===== src/sv/grcm_pkg.sv =====
// shared types and constants for the genetic roulette breeding block
`timescale 1ns / 1ps
package grcm_pkg;

  // population and field sizes
  localparam int POP      = 32;
  localparam int IDX_W    = 5;
  localparam int CNT_W    = IDX_W + 1;
  localparam int GENE_W   = 64;
  localparam int BIT_W    = 6;
  localparam int LEN_W    = 7;
  localparam int FIT_W    = 16;
  localparam int TOTAL_W  = 21;
  localparam int FRAC_W   = 16;
  localparam int CFG_W    = 16;
  localparam int CFG_IDX_W = 2;

  // register reset values
  localparam logic [LEN_W-1:0] RST_CHROM_LENGTH   = 7'd64;
  localparam logic [15:0]      RST_CROSSOVER_RATE = 16'd45875;
  localparam logic [15:0]      RST_MUTATION_RATE  = 16'd66;
  localparam logic [15:0]      RST_LFSR_SEED      = 16'd44257;

  // galois feedback taps of the mutation generator
  localparam logic [15:0] LFSR_TAPS = 16'hB400;

  // operation codes
  localparam logic OP_LOAD  = 1'b0;
  localparam logic OP_BREED = 1'b1;

  // result status codes
  localparam logic STATUS_OK      = 1'b0;
  localparam logic STATUS_NO_PICK = 1'b1;

  // configuration register indexes
  typedef enum logic [CFG_IDX_W-1:0] {
    CFG_CHROM_LENGTH   = 2'd0,
    CFG_CROSSOVER_RATE = 2'd1,
    CFG_MUTATION_RATE  = 2'd2,
    CFG_LFSR_SEED      = 2'd3
  } cfg_idx_t;

  // control of the mutation generator
  typedef struct packed {
    logic        load;
    logic [15:0] seed;
    logic        step;
  } lfsr_ctl_t;

endpackage


===== src/sv/grcm_mutator.sv =====
// mutation random generator: 16-bit galois lfsr and per-bit flip decision
`timescale 1ns / 1ps
module grcm_mutator (
  input  logic                clk,
  input  logic                rst,
  input  grcm_pkg::lfsr_ctl_t ctl,
  input  logic [15:0]         mutation_rate,
  output logic                flip
);

  logic [15:0] lfsr;
  logic [15:0] lfsr_next;

  // one galois step: shift right, fold taps in when a one falls out
  always_comb begin
    lfsr_next = {1'b0, lfsr[15:1]};
    if (lfsr[0]) begin
      lfsr_next = lfsr_next ^ grcm_pkg::LFSR_TAPS;
    end
  end

  // flip decision uses the freshly stepped value
  assign flip = (lfsr_next < mutation_rate);

  // generator state, reseeded on a seed write, zero seed loads as one
  always_ff @(posedge clk) begin
    if (rst) begin
      lfsr <= grcm_pkg::RST_LFSR_SEED;
    end else if (ctl.load) begin
      lfsr <= (ctl.seed == 16'd0) ? 16'd1 : ctl.seed;
    end else if (ctl.step) begin
      lfsr <= lfsr_next;
    end
  end

endmodule


===== config.mk =====
export PLATFORM = sky130hd
export DESIGN_NAME = grcm_mutator
export DESIGN_NICKNAME = d
export VERILOG_FILES = /design/src/sv/grcm_pkg.sv /design/src/sv/grcm_mutator.sv
export SDC_FILE = /design/constraint.sdc
export NUM_CORES = 1
export LEC_CHECK = 0
export ABC_AREA = 1
export BUFFER_PORTS_ARGS = -buffer_cell sky130_fd_sc_hd__buf_4
export CORE_MARGIN = 2
export CORE_UTILIZATION = 47
export CTS_CLUSTER_DIAMETER = 100
export DETAILED_ROUTE_END_ITERATION = 8
export PLACE_DENSITY = 0.75
export RECOVER_POWER = 50
export SLEW_MARGIN = 0
export SYNTH_ARGS = -nofsm -noshare
export SYNTH_HDL_FRONTEND = slang
export SYNTH_SLANG_ARGS = --single-unit

===== constraint.sdc =====
create_clock -name clk -period 3.31 [get_ports clk]
set_input_delay 0.1655 -clock clk [delete_from_list [all_inputs] [get_ports clk]]
set_output_delay 0.1655 -clock clk [all_outputs]
set_load 0.02 [all_outputs]

**Word level (Yosys, flattened, before mapping)**

Cells that the tools add are included.

- Output and inout bits: 1
- Register bits after elaboration: 16
- Input bits: 36
- Logic and storage cells: 9

- Bitwise gates (word level): 1
- $lt $le $gt $ge: 1
- Mux-type cells: 4
- Reduce and logical (&&, ||, !) cells: 2

Operator list:

| kind | number |
|---|---|
| $mux 16 | 4 |
| $logic_not 16->1 | 1 |
| $lt 16x16->1 | 1 |
| $not 3->4 | 1 |
| $reduce_bool 2->1 | 1 |

**Depth between registers and ports, before layout**

- Depth in word-level cells: 4
- Mapped depth: 9
- Depth with buffers taken out: 9

**Least setup slack after synthesis**

No wires, ideal clock.

- Kind: register to output
- Start point: register lfsr[0]
- End point: output port flip
- Arrival: 1.597 ns
- Required time: 3.144 ns
- Cell stages (with the launch flop): 10
- Path slack: 1.548 ns
- Buffers on the path: 1
- Cells stage by stage: dfxtp_1 > buf_2 > xnor2_1 > inv_1 > ha_1 > a21oi_1 > nor2_1 > nor2_1 > nand3_1 > a21oi_1

- Cells in the longest elaborated chain, start to end: 2

RTL lines:

| what | line | RTL |
|---|---|---|
| start: declaration | grcm_mutator.sv:11 | `logic [15:0] lfsr;` |
| start signal: assignment | grcm_mutator.sv:28 | `lfsr <= grcm_pkg::RST_LFSR_SEED;` |
| start signal: assignment | grcm_mutator.sv:30 | `lfsr <= (ctl.seed == 16'd0) ? 16'd1 : ctl.seed;` |
| start signal: assignment | grcm_mutator.sv:32 | `lfsr <= lfsr_next;` |
| $mux 16 | grcm_mutator.sv:17 | `if (lfsr[0]) begin` |
| $lt 16x16->1 | grcm_mutator.sv:23 | `assign flip = (lfsr_next < mutation_rate);` |
| end: declaration | grcm_mutator.sv:8 | `output logic flip` |

Every way passes these cells.

**Final worst setup path**

Ends and elaborated chain as after synthesis.

==> summary.md <==
| Metric | Value |
|---|---|
| Status | `finished clean` |
| Final Cycle Share | `64.6%` |
| Post-synthesis instance total | `164` |
| Post-CTS Setup Bufs | `0` |
| Design area | `1460 µm²` |
| Flop-to-flop setup slack | `2.36 ns` |
| CTS H-tree depth | `1` |
| RePlAce Congestion | `0.824` |
| Worst-path clk slew | `0.09 ns` |
| Layout cells sized above 1 | `20.6%` |
| WP buf/inv | `2` |
| Avg Cell Area, Syn | `7.13 µm²` |
| Top flop regs | `lfsr x16` |
| Die Area | `2900 µm²` |
| Largest register FFs | `16` |
| RSZ-0062 raised after global routing | `no` |
| CTS resizes | `0` |
| Cell breakdown of the critical path | `xnor2_1, inv_1, ha_1, a21oi_1, nor2_1, nor2_1, nand3_1, a21oi_1, buf_4` |
| FP Rows | `18` |
| Worst Setup End Kind | `output port` |
| YS warnings | `0` |
| Hold buffer count at CTS | `0` |
| Final Max Slew Viols | `0` |
| # nets final | `251` |
| Max-slew headroom | `50.6%` |
| TritonCTS Buffers | `3` |
| Setup CP Type | `reg -> out` |
| Total global-route track usage | `22.9%` |
| CP max FO | `6` |
| Clk Tree Root Cell | `clkbuf_4` |
| DRT iter0 DRCs | `23` |
| WL per Instance | `11.7 µm` |
| Core area | `2410 µm²` |
| Pre-CTS setup slack | `1.48 ns` |
| Sequential-to-total area share from yosys stat | `27.4%` |
| Worst-case clock buffer depth | `2` |
| Setup ws final | `1.17 ns` |
| DR DRC count | `0` |
| Final Skew | `0.00514 ns` |
| VDD IR max | `0.273 mV` |
| Max stage delay cell, worst path | `dfxtp_1` |
| # IOs | `37` |
| Die Y | `53.9 µm` |
| DP Area | `1440 µm²` |
| Post-DP HPWL | `2.22 mm` |
| FF+latch count, synth | `16` |
| Routed Antenna Nets | `0` |
| Worst Tran Pin Value | `0.738 ns` |
| Global-route wire length before repair | `4.81 mm` |
| Delay-heaviest family, CP | `flip-flops` |
| Final Setup Violations | `0` |
| IO Port Bufs | `36` |
| Non-Filler Instances | `229` |
| Syn Nets | `215` |
| Post-Place Cells | `225` |
| Pleak | `0.794 nW` |
| Vias in the first global route | `1,143` |
| Via count | `1,162` |
| Initial Util | `48.5%` |
| WL final | `2.69 mm` |
| GR Overflow Total | `0` |
| Critical path arrival | `1.97 ns` |
| Yosys cell types | `23` |
| Setup TNS Final | `0 ns` |
| Area growth syn-to-layout | `24.9%` |
| Most flops, register | `lfsr` |
| Vias per Instance | `5.07` |
| Worst Setup Start Kind | `flop` |
| Die W | `53.9 µm` |
| Largest net degree at the start of global routing | `12` |
| Cell Pwr Density | `341 nW/µm²` |
| Shortest period the worst path allows | `2.14 ns` |
| First-pass DRT Iterations | `4` |
| Clk_lat worst skew | `0.29 ns` |
| CP peak stage delay | `0.49 ns` |
| Worst hold path class | `in -> reg` |
| Initial antenna violation count | `0` |
| Final hold viol count | `0` |
| Fmax | `468 MHz` |
| CTS tree | `built` |
| Cell Area, Synth | `1170 µm²` |
| Required time worst endpoint | `3.14 ns` |
| Clock sinks | `16` |
| Ant. Diodes | `0` |
| Max_cap viols | `0` |
==> power by group <==
part	total [mW]	internal (mW)	switching, mW
clock network	0.128	0.0670	0.0615
logic	0.147	0.0720	0.0747
registers	0.223	0.209	0.0140
total	0.498	0.348	0.150
==> cell families (layout without fill, tap and decap cells) <==
logic type / Yosys count / in the layout / synth area share [%]
and+or+nand+nor: 47 / 47 / 16.9
adders and majority gates: 15 / 15 / 16.1
xor gates and xnor gates: 3 / 3 / 2.25
DFF: 16 / 16 / 27.4
AOI/OAI and AO/OA: 39 / 39 / 21.4
buffers and inverters: 44 / 79 / 16.0
==> synth_stat cells, drive strengths merged <==
| cell | number | area [µm²] |
|---|---|---|
| a211oi | 4 | 30.0 |
| a21oi | 15 | 75.1 |
| a221oi | 3 | 32.5 |
| buf | 5 | 40.0 |
| dfxtp | 16 | 320 |
| ha | 15 | 188 |
| inv | 39 | 146 |
| nand2 | 22 | 82.6 |
| nand3 | 3 | 15.0 |
| nand4 | 2 | 12.5 |
| nor2 | 18 | 77.6 |
| nor3 | 2 | 10.0 |
| o211ai | 5 | 37.5 |
| o21ai | 8 | 40.0 |
| o221ai | 4 | 35.0 |
| xnor2 | 3 | 26.3 |
==> placed cells by master, fill, tap and decap left out <==
cell type   n
inv_1      38
buf_4      35
nand2_1    22
nor2_1     17
dfxtp_1    16
a21oi_1    15
ha_1       15
o21ai_0     6
o211ai_1    5
o221ai_1    4
a211oi_1    4
xnor2_1     3
nand3_1     3
a221oi_1    3
clkbuf_4    3
nor3_1      2
nand4_1     2
o21ai_1     2
nor2_4      1
inv_2       1
clkbuf_8    1
clkbuf_1    1
==> routing by layer <==
| layer | track usage [%] | routed length (µm) | part of all wire, % |
|---|---|---|---|
| met3 | 3.61 | 192 | 7.1 |
| met5 | 0 | 0 | 0 |
| met1 | 28.6 | 1210 | 45 |
| met2 | 39.4 | 1280 | 48 |
| met4 | 8.12 | 8 | 0.30 |
==> per-stage QoR <==
stage               power [mW]  utilization (%)  hold slack [ns]
finish                   0.498             60.6            0.112
floorplan                0.319                -            0.300
global placement         0.369             59.6            0.410
detailed placement       0.376             59.6            0.408
global route             0.534             60.6            0.130
CTS                      0.502             61.1            0.108
==> final cells by class <==
| cell class | count | area (µm²) |
|---|---|---|
| Inverter | 39 | 146 |
| Tap cell | 30 | 37.5 |
| Fill cell | 235 | 950 |
| Timing Repair Buffer | 36 | 267 |
| Sequential cell | 16 | 320 |
| Multi-Input combinational cell | 104 | 653 |
| Clock buffer | 4 | 36.3 |
==> tightest hold or removal path, cell delays in order <==
cell and delay [ns]:
buf_4 0.08, nor2_1 0.04, nor2_1 0.08
==> final timing paths <==
check,from,to,cells after the start
worst max-delay path,lfsr[0],flip,9
worst min-delay path,ctl[15],lfsr[14],3
worst max register to register,lfsr[0],lfsr[10],2
worst min register to register,lfsr[1],lfsr[0],2
Note: power is estimated with default switching activity, not from simulation.
